<file path="config.mk">
export PLATFORM = sky130hd
export DESIGN_NAME = two_queue_priority_runway_scheduler_flat
export DESIGN_NICKNAME = d
export VERILOG_FILES = /design/src/design/tqprs_pkg.sv /design/src/design/tqprs_in_if.sv /design/src/design/tqprs_out_if.sv /design/src/design/tqprs_ram.sv /design/src/design/tqprs_ctl.sv /design/src/design/two_queue_priority_runway_scheduler.sv /design/src/flat_wrapper.sv
export SDC_FILE = /design/constraint.sdc
export NUM_CORES = 2
export LEC_CHECK = 0
export BUFFER_PORTS_ARGS = -buffer_cell sky130_fd_sc_hd__buf_2
export CAP_MARGIN = 20
export CELL_PAD_IN_SITES_DETAIL_PLACEMENT = 1
export CELL_PAD_IN_SITES_GLOBAL_PLACEMENT = 2
export CORE_UTILIZATION = 35
export DETAILED_ROUTE_END_ITERATION = 8
export GPL_ROUTABILITY_DRIVEN = 1
export GPL_TIMING_DRIVEN = 0
export PLACE_DENSITY_LB_ADDON = 0.1
export SYNTH_ARGS = -nofsm -noshare
export SYNTH_HDL_FRONTEND = slang
export SYNTH_SLANG_ARGS = --single-unit
</file>
<file path="constraint.sdc">
create_clock -name clk -period 7.65 [get_ports clk]
set_input_delay 1.9125 -clock clk [delete_from_list [all_inputs] [get_ports clk]]
set_output_delay 1.9125 -clock clk [all_outputs]
set_load 0.005 [all_outputs]
</file>
<file path="src/design/tqprs_pkg.sv">
// ----------------------------------------------------------------------------
// tqprs_pkg
// Shared types and constants for the two-queue runway scheduler.
// ----------------------------------------------------------------------------
package tqprs_pkg;

  // Field widths fixed by the transaction format
  localparam int REQ_W  = 4;
  localparam int ID_W   = 32;
  localparam int REF_W  = 5;
  localparam int OCC_W  = 3;
  localparam int KIND_W = 2;
  // Internal occupancy width, wide enough for any supported queue depth
  localparam int CNTX_W = 8;

  // Per-tick request count limit
  localparam int MAX_BURST = 15;

  // Runway outcome codes
  typedef enum logic [KIND_W-1:0] {
    KIND_IDLE = 2'd0,
    KIND_LAND = 2'd1,
    KIND_TAKE = 2'd2
  } kind_t;

  // Sequencer states
  typedef enum logic [2:0] {
    ST_IDLE,
    ST_LAND,
    ST_TAKE,
    ST_READ,
    ST_RESP
  } state_t;

  // One queue entry: plane id and enqueue tick
  typedef struct packed {
    logic [ID_W-1:0] id;
    logic [ID_W-1:0] tick;
  } entry_t;

  // Service result from the sequencer to the output stage
  typedef struct packed {
    logic              valid;
    kind_t             kind;
    logic [ID_W-1:0]   id;
    logic [ID_W-1:0]   wait_val;
    logic [REF_W-1:0]  refused;
    logic [CNTX_W-1:0] land_cnt;
    logic [CNTX_W-1:0] take_cnt;
  } svc_t;

  // Saturating 32-bit add
  function automatic logic [ID_W-1:0] sat_add(input logic [ID_W-1:0] a,
                                              input logic [ID_W-1:0] b);
    logic [ID_W:0] s;
    s = {1'b0, a} + {1'b0, b};
    return s[ID_W] ? {ID_W{1'b1}} : s[ID_W-1:0];
  endfunction

  // Occupancy clipped to the 3-bit result field
  function automatic logic [OCC_W-1:0] occ_sat(input logic [CNTX_W-1:0] c);
    return (c > CNTX_W'(7)) ? OCC_W'(7) : c[OCC_W-1:0];
  endfunction

endpackage

</file>
<file path="src/design/tqprs_in_if.sv">
// ----------------------------------------------------------------------------
// tqprs_in_if
// Tick request channel: landing and takeoff request counts.
// ----------------------------------------------------------------------------
interface tqprs_in_if;
  logic                      valid;
  logic                      ready;
  logic [tqprs_pkg::REQ_W-1:0] arrivals;
  logic [tqprs_pkg::REQ_W-1:0] departures;

  modport source (output valid, output arrivals, output departures, input ready);
  modport sink   (input valid, input arrivals, input departures, output ready);
endinterface

</file>
<file path="src/design/tqprs_out_if.sv">
// ----------------------------------------------------------------------------
// tqprs_out_if
// Per-tick result channel: served plane, occupancies and running totals.
// ----------------------------------------------------------------------------
interface tqprs_out_if;
  logic                         valid;
  logic                         ready;
  logic [tqprs_pkg::KIND_W-1:0] served_kind;
  logic [tqprs_pkg::ID_W-1:0]   plane_id;
  logic [tqprs_pkg::ID_W-1:0]   wait_res;
  logic [tqprs_pkg::REF_W-1:0]  refused_now;
  logic [tqprs_pkg::OCC_W-1:0]  land_waiting;
  logic [tqprs_pkg::OCC_W-1:0]  takeoff_waiting;
  logic [tqprs_pkg::ID_W-1:0]   total_landed;
  logic [tqprs_pkg::ID_W-1:0]   total_taken_off;
  logic [tqprs_pkg::ID_W-1:0]   total_refused;
  logic [tqprs_pkg::ID_W-1:0]   total_idle;
  logic [tqprs_pkg::ID_W-1:0]   total_land_wait;
  logic [tqprs_pkg::ID_W-1:0]   total_takeoff_wait;

  modport source (output valid, output served_kind, output plane_id, output wait_res,
                  output refused_now, output land_waiting, output takeoff_waiting,
                  output total_landed, output total_taken_off, output total_refused,
                  output total_idle, output total_land_wait, output total_takeoff_wait,
                  input ready);
  modport sink   (input valid, input served_kind, input plane_id, input wait_res,
                  input refused_now, input land_waiting, input takeoff_waiting,
                  input total_landed, input total_taken_off, input total_refused,
                  input total_idle, input total_land_wait, input total_takeoff_wait,
                  output ready);
endinterface

</file>
<file path="src/design/tqprs_ram.sv">
// ----------------------------------------------------------------------------
// tqprs_ram
// Simple dual-port RAM: one write port, one read port, registered read data.
// ----------------------------------------------------------------------------
module tqprs_ram #(
  parameter int ADDR_W = 4,
  parameter int DATA_W = 64
) (
  input  logic              clk,
  input  logic              wr_en,
  input  logic [ADDR_W-1:0] wr_addr,
  input  logic [DATA_W-1:0] wr_data,
  input  logic              rd_en,
  input  logic [ADDR_W-1:0] rd_addr,
  output logic [DATA_W-1:0] rd_data
);

  logic [DATA_W-1:0] mem [2**ADDR_W];
  logic [DATA_W-1:0] rd_data_r;

  // Write port
  always_ff @(posedge clk) begin
    if (wr_en) begin
      mem[wr_addr] <= wr_data;
    end
  end

  // Read port, data held until the next read
  always_ff @(posedge clk) begin
    if (rd_en) begin
      rd_data_r <= mem[rd_addr];
    end
  end

  assign rd_data = rd_data_r;

endmodule

</file>
<file path="src/design/tqprs_ctl.sv">
// ----------------------------------------------------------------------------
// tqprs_ctl
// Tick sequencer: admits requests one per cycle into the queue RAM, then
// reads the head of the chosen queue and presents the served plane.
// ----------------------------------------------------------------------------
module tqprs_ctl #(
  parameter int QUEUE_DEPTH = 5
) (
  input  logic                        clk,
  input  logic                        rst_n,
  input  logic                        in_valid,
  input  logic [tqprs_pkg::REQ_W-1:0] in_arrivals,
  input  logic [tqprs_pkg::REQ_W-1:0] in_departures,
  output logic                        in_ready,
  output tqprs_pkg::svc_t             svc_o,
  input  logic                        svc_ready_i
);

  localparam int SLOT_W = (QUEUE_DEPTH > 1) ? $clog2(QUEUE_DEPTH) : 1;
  localparam int CNT_W  = $clog2(QUEUE_DEPTH + 1);
  localparam int ADDR_W = SLOT_W + 1;
  localparam int REQ_W  = tqprs_pkg::REQ_W;
  localparam int ID_W   = tqprs_pkg::ID_W;
  localparam int REF_W  = tqprs_pkg::REF_W;

  localparam logic [SLOT_W-1:0] LAST_SLOT = SLOT_W'(QUEUE_DEPTH - 1);
  localparam logic [CNT_W-1:0]  FULL_CNT  = CNT_W'(QUEUE_DEPTH);
  localparam logic              Q_LAND    = 1'b0;
  localparam logic              Q_TAKE    = 1'b1;

  tqprs_pkg::state_t state_r, state_nxt;
  tqprs_pkg::kind_t  kind_r, kind_nxt;

  logic [SLOT_W-1:0] lhead_r, lhead_nxt, ltail_r, ltail_nxt;
  logic [SLOT_W-1:0] thead_r, thead_nxt, ttail_r, ttail_nxt;
  logic [CNT_W-1:0]  lcnt_r, lcnt_nxt, tcnt_r, tcnt_nxt;
  logic [ID_W-1:0]   tick_r, tick_nxt, plane_r, plane_nxt;
  logic [REQ_W-1:0]  left_r, left_nxt, dep_r, dep_nxt;
  logic [REF_W-1:0]  refused_r, refused_nxt;

  logic                    wr_en, rd_en;
  logic [ADDR_W-1:0]       wr_addr, rd_addr;
  tqprs_pkg::entry_t       wr_entry, rd_entry;
  logic [$bits(tqprs_pkg::entry_t)-1:0] rd_raw;

  logic [CNT_W-1:0] lcnt_after, tcnt_after;

  function automatic logic [SLOT_W-1:0] next_slot(input logic [SLOT_W-1:0] s);
    return (s == LAST_SLOT) ? '0 : s + SLOT_W'(1);
  endfunction

  function automatic logic [REQ_W-1:0] clamp(input logic [REQ_W-1:0] n);
    return ({4'b0, n} > 8'(tqprs_pkg::MAX_BURST)) ? REQ_W'(tqprs_pkg::MAX_BURST) : n;
  endfunction

  // Queue storage: landing entries in the lower half, takeoff in the upper
  tqprs_ram #(
    .ADDR_W (ADDR_W),
    .DATA_W ($bits(tqprs_pkg::entry_t))
  ) u_ram (
    .clk     (clk),
    .wr_en   (wr_en),
    .wr_addr (wr_addr),
    .wr_data (wr_entry),
    .rd_en   (rd_en),
    .rd_addr (rd_addr),
    .rd_data (rd_raw)
  );

  assign rd_entry = tqprs_pkg::entry_t'(rd_raw);

  // State and queue bookkeeping registers
  always_ff @(posedge clk) begin
    if (!rst_n) begin
      state_r   <= tqprs_pkg::ST_IDLE;
      kind_r    <= tqprs_pkg::KIND_IDLE;
      lhead_r   <= '0;
      ltail_r   <= LAST_SLOT;
      lcnt_r    <= '0;
      thead_r   <= '0;
      ttail_r   <= LAST_SLOT;
      tcnt_r    <= '0;
      tick_r    <= ID_W'(1);
      plane_r   <= '0;
      left_r    <= '0;
      dep_r     <= '0;
      refused_r <= '0;
    end else begin
      state_r   <= state_nxt;
      kind_r    <= kind_nxt;
      lhead_r   <= lhead_nxt;
      ltail_r   <= ltail_nxt;
      lcnt_r    <= lcnt_nxt;
      thead_r   <= thead_nxt;
      ttail_r   <= ttail_nxt;
      tcnt_r    <= tcnt_nxt;
      tick_r    <= tick_nxt;
      plane_r   <= plane_nxt;
      left_r    <= left_nxt;
      dep_r     <= dep_nxt;
      refused_r <= refused_nxt;
    end
  end

  // Occupancies once the served plane leaves
  assign lcnt_after = (kind_r == tqprs_pkg::KIND_LAND) ? lcnt_r - CNT_W'(1) : lcnt_r;
  assign tcnt_after = (kind_r == tqprs_pkg::KIND_TAKE) ? tcnt_r - CNT_W'(1) : tcnt_r;

  // Next state, RAM accesses and result
  always_comb begin
    state_nxt   = state_r;
    kind_nxt    = kind_r;
    lhead_nxt   = lhead_r;
    ltail_nxt   = ltail_r;
    lcnt_nxt    = lcnt_r;
    thead_nxt   = thead_r;
    ttail_nxt   = ttail_r;
    tcnt_nxt    = tcnt_r;
    tick_nxt    = tick_r;
    plane_nxt   = plane_r;
    left_nxt    = left_r;
    dep_nxt     = dep_r;
    refused_nxt = refused_r;
    in_ready    = 1'b0;
    wr_en       = 1'b0;
    wr_addr     = {Q_LAND, ltail_r};
    wr_entry    = '{id: plane_r + ID_W'(1), tick: tick_r};
    rd_en       = 1'b0;
    rd_addr     = {Q_LAND, lhead_r};

    svc_o          = '0;
    svc_o.kind     = kind_r;
    svc_o.refused  = refused_r;
    svc_o.land_cnt = tqprs_pkg::CNTX_W'(lcnt_after);
    svc_o.take_cnt = tqprs_pkg::CNTX_W'(tcnt_after);

    case (state_r)
      tqprs_pkg::ST_IDLE: begin
        in_ready = 1'b1;
        if (in_valid) begin
          left_nxt    = clamp(in_arrivals);
          dep_nxt     = clamp(in_departures);
          refused_nxt = '0;
          state_nxt   = tqprs_pkg::ST_LAND;
        end
      end
      // One landing request per cycle
      tqprs_pkg::ST_LAND: begin
        if (left_r == '0) begin
          left_nxt  = dep_r;
          state_nxt = tqprs_pkg::ST_TAKE;
        end else begin
          left_nxt  = left_r - REQ_W'(1);
          plane_nxt = plane_r + ID_W'(1);
          if (lcnt_r == FULL_CNT) begin
            refused_nxt = refused_r + REF_W'(1);
          end else begin
            wr_en     = 1'b1;
            wr_addr   = {Q_LAND, next_slot(ltail_r)};
            ltail_nxt = next_slot(ltail_r);
            lcnt_nxt  = lcnt_r + CNT_W'(1);
          end
        end
      end
      // One takeoff request per cycle
      tqprs_pkg::ST_TAKE: begin
        if (left_r == '0) begin
          state_nxt = tqprs_pkg::ST_READ;
        end else begin
          left_nxt  = left_r - REQ_W'(1);
          plane_nxt = plane_r + ID_W'(1);
          if (tcnt_r == FULL_CNT) begin
            refused_nxt = refused_r + REF_W'(1);
          end else begin
            wr_en     = 1'b1;
            wr_addr   = {Q_TAKE, next_slot(ttail_r)};
            ttail_nxt = next_slot(ttail_r);
            tcnt_nxt  = tcnt_r + CNT_W'(1);
          end
        end
      end
      // Pick a queue and read its head; all writes for this tick are done
      tqprs_pkg::ST_READ: begin
        state_nxt = tqprs_pkg::ST_RESP;
        if (lcnt_r != '0) begin
          rd_en    = 1'b1;
          rd_addr  = {Q_LAND, lhead_r};
          kind_nxt = tqprs_pkg::KIND_LAND;
        end else if (tcnt_r != '0) begin
          rd_en    = 1'b1;
          rd_addr  = {Q_TAKE, thead_r};
          kind_nxt = tqprs_pkg::KIND_TAKE;
        end else begin
          kind_nxt = tqprs_pkg::KIND_IDLE;
        end
      end
      // Present the served plane; retire the tick once the output takes it
      tqprs_pkg::ST_RESP: begin
        svc_o.valid = 1'b1;
        if (kind_r != tqprs_pkg::KIND_IDLE) begin
          svc_o.id       = rd_entry.id;
          svc_o.wait_val = tick_r - rd_entry.tick;
        end
        if (svc_ready_i) begin
          lcnt_nxt  = lcnt_after;
          tcnt_nxt  = tcnt_after;
          tick_nxt  = tick_r + ID_W'(1);
          state_nxt = tqprs_pkg::ST_IDLE;
          if (kind_r == tqprs_pkg::KIND_LAND) begin
            lhead_nxt = next_slot(lhead_r);
          end
          if (kind_r == tqprs_pkg::KIND_TAKE) begin
            thead_nxt = next_slot(thead_r);
          end
        end
      end
      default: begin
        state_nxt = tqprs_pkg::ST_IDLE;
      end
    endcase
  end

endmodule

</file>
<file path="src/design/two_queue_priority_runway_scheduler.sv">
// ----------------------------------------------------------------------------
// two_queue_priority_runway_scheduler
// Strict-priority runway scheduler: landing and takeoff FIFOs held in one
// RAM, at most one plane served per tick, with saturating running totals.
// ----------------------------------------------------------------------------
//
//   Channel | Dir | Handshake     | Payload
//   --------+-----+---------------+----------------------------------------
//   in_ch   | in  | valid/ready   | arrivals, departures (one tick)
//   out_ch  | out | valid/ready   | served plane, wait, refusals, totals
//
// For each tick the sequencer accepts the counts, admits each request (A
// and D after clamping) in its own turn on the single RAM write port, passes
// two phase changes, reads the queue head and presents the response.
// Reset is synchronous and clears all control state; no clearing pass.
// A finished result waits in the output register while the next tick is
// accepted and admitted; the sequencer stalls only when it must hand over
// a new result and the output register is still full.
// ----------------------------------------------------------------------------
module two_queue_priority_runway_scheduler #(
  parameter int QUEUE_DEPTH = 5
) (
  input  logic                clk,
  input  logic                rst_n,
  tqprs_in_if.sink            in_ch,
  tqprs_out_if.source         out_ch
);

  localparam int ID_W = tqprs_pkg::ID_W;

  tqprs_pkg::svc_t svc;
  logic            svc_ready;
  logic            svc_take;

  logic                        out_valid_r, out_valid_nxt;
  tqprs_pkg::kind_t            kind_r;
  logic [ID_W-1:0]             id_r, wait_r;
  logic [tqprs_pkg::REF_W-1:0] refused_r;
  logic [tqprs_pkg::OCC_W-1:0] lwait_r, twait_r;

  logic [ID_W-1:0] landed_r, landed_nxt, took_r, took_nxt;
  logic [ID_W-1:0] refsum_r, refsum_nxt, idle_r, idle_nxt;
  logic [ID_W-1:0] lwsum_r, lwsum_nxt, twsum_r, twsum_nxt;

  // Sequencer with queue RAM
  tqprs_ctl #(
    .QUEUE_DEPTH (QUEUE_DEPTH)
  ) u_ctl (
    .clk           (clk),
    .rst_n         (rst_n),
    .in_valid      (in_ch.valid),
    .in_arrivals   (in_ch.arrivals),
    .in_departures (in_ch.departures),
    .in_ready      (in_ch.ready),
    .svc_o         (svc),
    .svc_ready_i   (svc_ready)
  );

  assign svc_ready = !out_valid_r || out_ch.ready;
  assign svc_take  = svc.valid && svc_ready;

  // Running totals
  always_comb begin
    landed_nxt = landed_r;
    took_nxt   = took_r;
    idle_nxt   = idle_r;
    lwsum_nxt  = lwsum_r;
    twsum_nxt  = twsum_r;
    refsum_nxt = tqprs_pkg::sat_add(refsum_r, ID_W'(svc.refused));
    case (svc.kind)
      tqprs_pkg::KIND_LAND: begin
        landed_nxt = tqprs_pkg::sat_add(landed_r, ID_W'(1));
        lwsum_nxt  = tqprs_pkg::sat_add(lwsum_r, svc.wait_val);
      end
      tqprs_pkg::KIND_TAKE: begin
        took_nxt  = tqprs_pkg::sat_add(took_r, ID_W'(1));
        twsum_nxt = tqprs_pkg::sat_add(twsum_r, svc.wait_val);
      end
      default: begin
        idle_nxt = tqprs_pkg::sat_add(idle_r, ID_W'(1));
      end
    endcase
  end

  always_ff @(posedge clk) begin
    if (!rst_n) begin
      landed_r <= '0;
      took_r   <= '0;
      refsum_r <= '0;
      idle_r   <= '0;
      lwsum_r  <= '0;
      twsum_r  <= '0;
    end else if (svc_take) begin
      landed_r <= landed_nxt;
      took_r   <= took_nxt;
      refsum_r <= refsum_nxt;
      idle_r   <= idle_nxt;
      lwsum_r  <= lwsum_nxt;
      twsum_r  <= twsum_nxt;
    end
  end

  // Output register
  assign out_valid_nxt = svc_take ? 1'b1 : (out_ch.ready ? 1'b0 : out_valid_r);

  always_ff @(posedge clk) begin
    if (!rst_n) begin
      out_valid_r <= 1'b0;
    end else begin
      out_valid_r <= out_valid_nxt;
    end
  end

  always_ff @(posedge clk) begin
    if (svc_take) begin
      kind_r    <= svc.kind;
      id_r      <= svc.id;
      wait_r    <= svc.wait_val;
      refused_r <= svc.refused;
      lwait_r   <= tqprs_pkg::occ_sat(svc.land_cnt);
      twait_r   <= tqprs_pkg::occ_sat(svc.take_cnt);
    end
  end

  assign out_ch.valid              = out_valid_r;
  assign out_ch.served_kind        = kind_r;
  assign out_ch.plane_id           = id_r;
  assign out_ch.wait_res           = wait_r;
  assign out_ch.refused_now        = refused_r;
  assign out_ch.land_waiting       = lwait_r;
  assign out_ch.takeoff_waiting    = twait_r;
  assign out_ch.total_landed       = landed_r;
  assign out_ch.total_taken_off    = took_r;
  assign out_ch.total_refused      = refsum_r;
  assign out_ch.total_idle         = idle_r;
  assign out_ch.total_land_wait    = lwsum_r;
  assign out_ch.total_takeoff_wait = twsum_r;

  // Assertions
  a_load_shows: assert property (@(posedge clk) disable iff (!rst_n)
    svc_take |=> out_valid_r)
    else $error("handed-over result not presented");

  a_idle_zero: assert property (@(posedge clk) disable iff (!rst_n)
    (svc.valid && svc.kind == tqprs_pkg::KIND_IDLE) |-> (svc.id == '0 && svc.wait_val == '0))
    else $error("idle tick carries a plane id or wait");

  a_idle_count: assert property (@(posedge clk) disable iff (!rst_n)
    (svc_take && svc.kind != tqprs_pkg::KIND_IDLE) |=> $stable(idle_r))
    else $error("idle total moved on a served tick");

  a_no_accept_busy: assert property (@(posedge clk) disable iff (!rst_n)
    svc.valid |-> !in_ch.ready)
    else $error("input accepted while a tick is still in progress");

endmodule
</file>
<file path="src/flat_wrapper.sv">
// flat-port wrapper written by rule: the top's interface ports become plain ports
module two_queue_priority_runway_scheduler_flat 
#(
  parameter int QUEUE_DEPTH = 5
)
  (clk, rst_n, in_ch_valid, in_ch_arrivals, in_ch_departures, in_ch_ready, out_ch_valid, out_ch_served_kind, out_ch_plane_id, out_ch_wait_res, out_ch_refused_now, out_ch_land_waiting, out_ch_takeoff_waiting, out_ch_total_landed, out_ch_total_taken_off, out_ch_total_refused, out_ch_total_idle, out_ch_total_land_wait, out_ch_total_takeoff_wait, out_ch_ready);
  tqprs_in_if in_ch_i ();
  tqprs_out_if out_ch_i ();
  input  logic clk;
  input  logic rst_n;
  input wire logic [$bits(in_ch_i.valid)-1:0] in_ch_valid;
  input wire logic [$bits(in_ch_i.arrivals)-1:0] in_ch_arrivals;
  input wire logic [$bits(in_ch_i.departures)-1:0] in_ch_departures;
  output wire logic [$bits(in_ch_i.ready)-1:0] in_ch_ready;
  output wire logic [$bits(out_ch_i.valid)-1:0] out_ch_valid;
  output wire logic [$bits(out_ch_i.served_kind)-1:0] out_ch_served_kind;
  output wire logic [$bits(out_ch_i.plane_id)-1:0] out_ch_plane_id;
  output wire logic [$bits(out_ch_i.wait_res)-1:0] out_ch_wait_res;
  output wire logic [$bits(out_ch_i.refused_now)-1:0] out_ch_refused_now;
  output wire logic [$bits(out_ch_i.land_waiting)-1:0] out_ch_land_waiting;
  output wire logic [$bits(out_ch_i.takeoff_waiting)-1:0] out_ch_takeoff_waiting;
  output wire logic [$bits(out_ch_i.total_landed)-1:0] out_ch_total_landed;
  output wire logic [$bits(out_ch_i.total_taken_off)-1:0] out_ch_total_taken_off;
  output wire logic [$bits(out_ch_i.total_refused)-1:0] out_ch_total_refused;
  output wire logic [$bits(out_ch_i.total_idle)-1:0] out_ch_total_idle;
  output wire logic [$bits(out_ch_i.total_land_wait)-1:0] out_ch_total_land_wait;
  output wire logic [$bits(out_ch_i.total_takeoff_wait)-1:0] out_ch_total_takeoff_wait;
  input wire logic [$bits(out_ch_i.ready)-1:0] out_ch_ready;
  assign in_ch_i.valid = in_ch_valid;
  assign in_ch_i.arrivals = in_ch_arrivals;
  assign in_ch_i.departures = in_ch_departures;
  assign in_ch_ready = in_ch_i.ready;
  assign out_ch_valid = out_ch_i.valid;
  assign out_ch_served_kind = out_ch_i.served_kind;
  assign out_ch_plane_id = out_ch_i.plane_id;
  assign out_ch_wait_res = out_ch_i.wait_res;
  assign out_ch_refused_now = out_ch_i.refused_now;
  assign out_ch_land_waiting = out_ch_i.land_waiting;
  assign out_ch_takeoff_waiting = out_ch_i.takeoff_waiting;
  assign out_ch_total_landed = out_ch_i.total_landed;
  assign out_ch_total_taken_off = out_ch_i.total_taken_off;
  assign out_ch_total_refused = out_ch_i.total_refused;
  assign out_ch_total_idle = out_ch_i.total_idle;
  assign out_ch_total_land_wait = out_ch_i.total_land_wait;
  assign out_ch_total_takeoff_wait = out_ch_i.total_takeoff_wait;
  assign out_ch_i.ready = out_ch_ready;
  two_queue_priority_runway_scheduler #(.QUEUE_DEPTH(QUEUE_DEPTH)) u_core (.clk(clk), .rst_n(rst_n), .in_ch(in_ch_i), .out_ch(out_ch_i));
endmodule
</file>
# Word-level counts from Yosys, hierarchy flattened
# Memory sizes are Yosys's and may differ from the RTL's. A register that Yosys moved wholly into a read port is not among the register bits.
# Cells that the tools add are included.
# Widths: inputs -> output; s select.
[classes]
addsub = 19
n_mul = 0
n_div = 0
n_lt_le_gt_ge = 2
n_eq_ne = 22
shift = 0
n_mux = 61
bitwise_logic = 4
reduce_logical = 30
[op_table]
columns = ["cell", "count"]
rows = [
  ["$mux 32", 8],
  ["$add 32x1->33 const B", 3],
  ["$add 32x32->33", 2],
  ["$add 32x1->32 const B", 2],
  ["$mux 3", 18],
  ["$add 32x5->33", 1],
  ["$mux 4", 8],
  ["$sub 32x32->32", 1],
  ["$mux 5", 5],
  ["$eq 3x3->1 const B", 7],
  ["$add 3x1->3 const B", 6],
  ["$ne 2x2->1 const B", 9],
  ["$pmux 3 s5", 1],
  ["$pmux 5 s3", 1],
  ["$reduce_and 3->1", 5],
  ["$reduce_and 2->1", 7],
  ["$mux 1", 13],
  ["$pmux 3 s2", 2],
  ["$pmux 4 s3", 1],
  ["$reduce_and 4->1", 3],
  ["$reduce_bool 3->1", 3],
  ["$pmux 4 s2", 1],
  ["$reduce_bool 2->1", 4],
  ["$eq 3x2->1 const B", 2],
  ["18 further kinds", 25],
]
[totals]
reg_bits = 370
latch_bits = 0
ram_bits = 1024
rom_bits = 0
in_bits = 12
output_inout_bits = 271
word_cells = 165
memories = 1
[mem_list]
columns = ["memory", "depth", "word_bits", "read_ports", "rd_clocked_by_memory_dff", "write_ports", "line", "text"]
rows = [
  ["u_core.u_ctl.u_ram.mem", 16, 64, 1, 1, 1, "tqprs_ram.sv:18", "logic [DATA_W-1:0] mem [2**ADDR_W];"],
]

# Longest topological paths before layout
[logic_depth]
ltp_word = 6
depth_mapped = 28

# Hierarchy
# Synthesis repeated with hierarchy kept, for this count alone.
[unflattened]
cells_unflattened = 4190
hier_area_um2 = 61994.5
[modules_own_cells]
columns = ["module", "n_inst", "cells_each", "area_per_inst_um2", "seq_area_each_um2"]
rows = [
  ["tqprs_ram", 1, 1647, 40222.3, 32671.3],
  ["two_queue_priority_runway_scheduler", 1, 1454, 13764.5, 6175.9],
  ["tqprs_ctl", 1, 1089, 8007.7, 2001.9],
]

# Least setup slack after synthesis
# Ideal clock, no wire load.
[synth_path]
path_kind = "register to register"
startpoint = "register u_core.u_ctl.tick_r[0]"
endpoint = "register u_core.twsum_r[29], in the netlist u_core.out_ch.total_takeoff_wait[29]"
arrival_time_ns = 5.267
required_ns = 7.528
setup_slack_ns = 2.262
stages_incl_launch_ff = 28
path_buffers = 0
period_less_slack_ns = 5.388
path_cell_list = "dfxtp_1 -> inv_1 -> ha_1 -> fa_1 -> nor2b_1 -> o21a_1 -> o21ai_0 -> a21oi_1 -> o21ai_0 -> nand2b_1 -> a31o_2 -> a21o_1 -> a21oi_1 -> o21ai_0 -> xnor2_1 -> nor2_1 -> ha_1 -> a21o_1 -> a21o_1 -> a21o_1 -> o21ai_0 -> nand2b_1 -> a21o_1 -> a2111oi_1 -> nor4_1 -> nor3_1 -> xor2_1 -> a21oi_1"
[synth_rtl]
columns = ["element", "line", "text"]
rows = [
  ["from (decl)", "tqprs_ctl.sv:37", "logic [ID_W-1:0] tick_r, tick_nxt, plane_r, plane_nxt;"],
  ["from (signal assigned)", "tqprs_ctl.sv:97", "tick_r <= tick_nxt;"],
  ["to (signal assigned)", "two_queue_priority_runway_scheduler.sv:99", "twsum_r <= twsum_nxt;"],
  ["to (decl)", "two_queue_priority_runway_scheduler.sv:43", "logic [ID_W-1:0] lwsum_r, lwsum_nxt, twsum_r, twsum_nxt;"],
]

==> metrics.txt <==
setup slack after placement=108 ps; P_leak=24.9 nW; Layout fillers=17,461; register bit total from synthesis=1,458; number of rows in the core area=152; Slew HR=25.8%; Total GRT Usage=19.8%; final hold viol count=0; routed len/inst=24.5 um; Synth Warn #=0; chip height=420 um; Cell variety after synth=74; Power Total=18.1 mW; Setup Skew=50.1 ps; placed instance area=66,800 um^2; CP max stage delay=820 ps; Syn Area/Cell=14.8 um^2; CTS sink count=1,458; Net Count, Synth=4,284; Final Critical Period=7100 ps; via count=36,780; Final setup viols=0; antenna violations before repair=8; Final Instance Area=72,300 um^2; CP startpoint kind=flip-flop; Die X=420 um; Max clock buf depth=3; Clock Tree Root=clkbuf_16; CP cell instances=ha_1 > a21oi_1 > o21ai_0 > o21a_1 > o21a_1 > o21ai_0 > a21oi_1 > o31a_1 > o41ai_1 > nor2_1 > o31a_1 > o21ai_0 > ha_1 > and2_1 > a221o_1 > a31oi_1 > and2_0 > clkbuf_1 > a21oi_1; PD cells=250 nW/um^2; xor/xnor cell area share of the yosys netlist=3.81%; Core Region=172,000 um^2; Seq/Total Area, Yosys=66.8%; WP data arrival=7760 ps; Slew Viols, Final=0; CTS tree=yes; Final HPWL DP=121 mm; Nets=4,814; Worst Hold Class=flip-flop to flip-flop; top post-synthesis cells by area=edfxtp_1 (57%), dfxtp_1 (9.6%), mux4_2 (9.4%); Yosys top cell by area=edfxtp_1; Initial DRT Pass Iterations=5; Vias/cell=5.16; hold-fix buffers at CTS=0; maxcap violations=0; Setup WS post-layout=553 ps; WP data required=8320 ps; Post-Syn Area=61,100 um^2; Fmax achieved=141 MHz; Top Family by Delay on Critical Path=compound AO/OA/AOI/OAI gates; top cell type's share of synthesized area=57.2%; # DRC=0; Post-Synthesis Cells=4,143; clk_lat worst skew=810 ps; Peak supply drop=232 uV; Reg clk slew, reported paths=60 ps; status=complete, no violations; Worst setup EP type=flip-flop; setup_tns=0 ps; Post-Synth Simple-Gate Area=7.70%; combinational family with the most area after synthesis=multiplexers; IO Count=283; fin crit share=92.8%; EDFF count, synth=1,165; first-pass GRT wire length=258 mm; worst-margin pin slew=1110 ps; RSZ-0062 raised after global routing=no; ANT nets after route=0; mux cell area share after synthesis=9.68%; compound-cell area share of the yosys netlist=7.44%; die footprint=176,000 um^2; Worst Path Max Fanout=19; Routed WL=174 mm; placer congestion estimate=0.800; layout cells sized above 1=19.5%; worst setup path class=flip-flop to flip-flop; First DRT Iteration DRCs=2,147; port buffer count=282; TritonCTS Buffers=164; Crit path buffers/inverters=1; dominant synthesized flop cell=edfxtp_1; Area Overhead vs Synth=18.3%; Post-Synth Adder-Cell Area=2.71%; H-tree depth=4; Async SR Flop Fraction=0%; starting density of the core=35.4%; total congestion overflow=0; vias in the first global route=38,885; largest net degree at the start of global routing=45; CP max stage cell=dfxtp_1
where the power goes:
part	internal (mW)	switching (mW)
registers	8.83	0.0929
logic	0.483	0.826
clock network	4.53	3.34
total	13.9	4.26
final cells by class:
| type | instances | area (um^2) | area share [%] |
|---|---|---|---|
| clock buffers | 221 | 4420 | 6.11 |
| well taps | 2310 | 2890 | 4.00 |
| inverters | 99 | 372 | 0.514 |
| flip-flops and latches | 1458 | 40900 | 56.5 |
| diodes | 2 | 5.00 | 0.00692 |
| repair buffers | 364 | 2760 | 3.82 |
| clock inverters | 87 | 950 | 1.31 |
| multi-input cells | 2398 | 19300 | 26.7 |
| plain buffers | 188 | 753 | 1.04 |
placed cells by master (no fill, tap or decap), types with 51 or more instances in the layout:
cell type / instances
and3_1: 51
a21oi_1: 269
inv_1: 97
ha_1: 125
edfxtp_1: 1165
clkbuf_16: 166
xor2_1: 166
clkbuf_1: 187
mux4_2: 256
nor2_1: 225
dfxtp_1: 290
nand2_1: 301
and2_1: 108
xnor2_1: 98
a211oi_1: 77
o21ai_0: 149
a31oi_1: 92
buf_2: 314
nand3_1: 94
tightest hold or removal path, stage by stage, from the launching register on:
cell	delay, ps
dfxtp_1	320
nand2_1	60
a21oi_1	50
worst paths after layout:
kind / cells past startpoint / endpoint / slack, ps / from
worst min-delay path: 2 / u_core.u_ctl.ttail_r[1] / 480 / u_core.u_ctl.ttail_r[1]
worst min register to register: 2 / u_core.u_ctl.ttail_r[1] / 480 / u_core.u_ctl.ttail_r[1]
worst max-delay path: 19 / u_core.out_ch.total_land_wait[29] / 550 / u_core.u_ctl.tick_r[6]
worst max register to register: 19 / u_core.out_ch.total_land_wait[29] / 550 / u_core.u_ctl.tick_r[6]
flip-flops by register name (all words and copies together), names as in the netlist, 4 cells and up:
| register | count |
|---|---|
| u_core.out_ch.plane_id | 32 |
| u_core.u_ctl.u_ram.mem | 1024 |
| u_core.out_ch.total_landed | 32 |
| u_core.out_ch.total_refused | 32 |
| u_core.out_ch.refused_now | 5 |
| u_core.u_ctl.u_ram.rd_data | 64 |
| u_core.out_ch.total_takeoff_wait | 32 |
| u_core.u_ctl.dep_r | 4 |
| u_core.out_ch.wait_res | 32 |
| u_core.u_ctl.plane_r | 32 |
| u_core.u_ctl.tick_r | 32 |
| u_core.u_ctl.left_r | 4 |
| u_core.out_ch.total_idle | 32 |
| u_core.u_ctl.refused_r | 5 |
| u_core.out_ch.total_land_wait | 32 |
| u_core.out_ch.total_taken_off | 32 |
layer usage:
| layer | share of wire [%] | wire length (um) | vias up | track usage, % |
|---|---|---|---|---|
| met1 | 46 | 79600 | 18963 | 26.9 |
| met2 | 48 | 84300 | 648 | 33.1 |
| li1 | - | - | 16944 | - |
| met3 | 3.8 | 6630 | 225 | 2.87 |
| met4 | 2.2 | 3900 | 0 | 5.21 |
| met5 | 0 | 0 | - | 0 |
metrics by stage:
stage | std cells | hold slack [ps] | util, %
after floorplan | 4143 | 453 | -
after global placement | 6735 | 467 | 37.9
after detailed placement | 6799 | 480 | 38.7
after CTS | 7107 | 488 | 41.8
after global routing | 7125 | 521 | 41.9
final | 7127 | 480 | 41.9
cells by family after synthesis:
family | count (synthesis)
DFF | 1458
and+or+nand+nor | 987
AOI/OAI and AO/OA | 744
buffers and inverters | 287
muxes | 271
xor gates and xnor gates | 266
adders and majority gates | 130
cell usage after synthesis, types with 19 or more instances:
cell type	instances
ha_1	125
mux4_2	256
nor3_1	44
clkbuf_1	145
nand3_1	94
a211oi_1	77
nand2b_1	22
nand2_1	301
o21ai_0	149
buf_2	29
nor2_1	241
inv_1	97
dfxtp_1	293
nor2b_1	19
a31oi_1	92
xor2_1	166
and2_1	108
edfxtp_1	1165
a21oi_1	270
xnor2_1	100
nand4_1	34
or3_1	26
a21o_1	45
and3_1	51
repair_timing:
item / 4_1_cts / 5_1_grt
setup buffers: 0 / 0
resized for setup: 0 / 4
endpoints found under the setup margin: 0 / 23
endpoints found under the hold margin: 0 / 0
No activity file was read; power rests on OpenSTA's default activity.
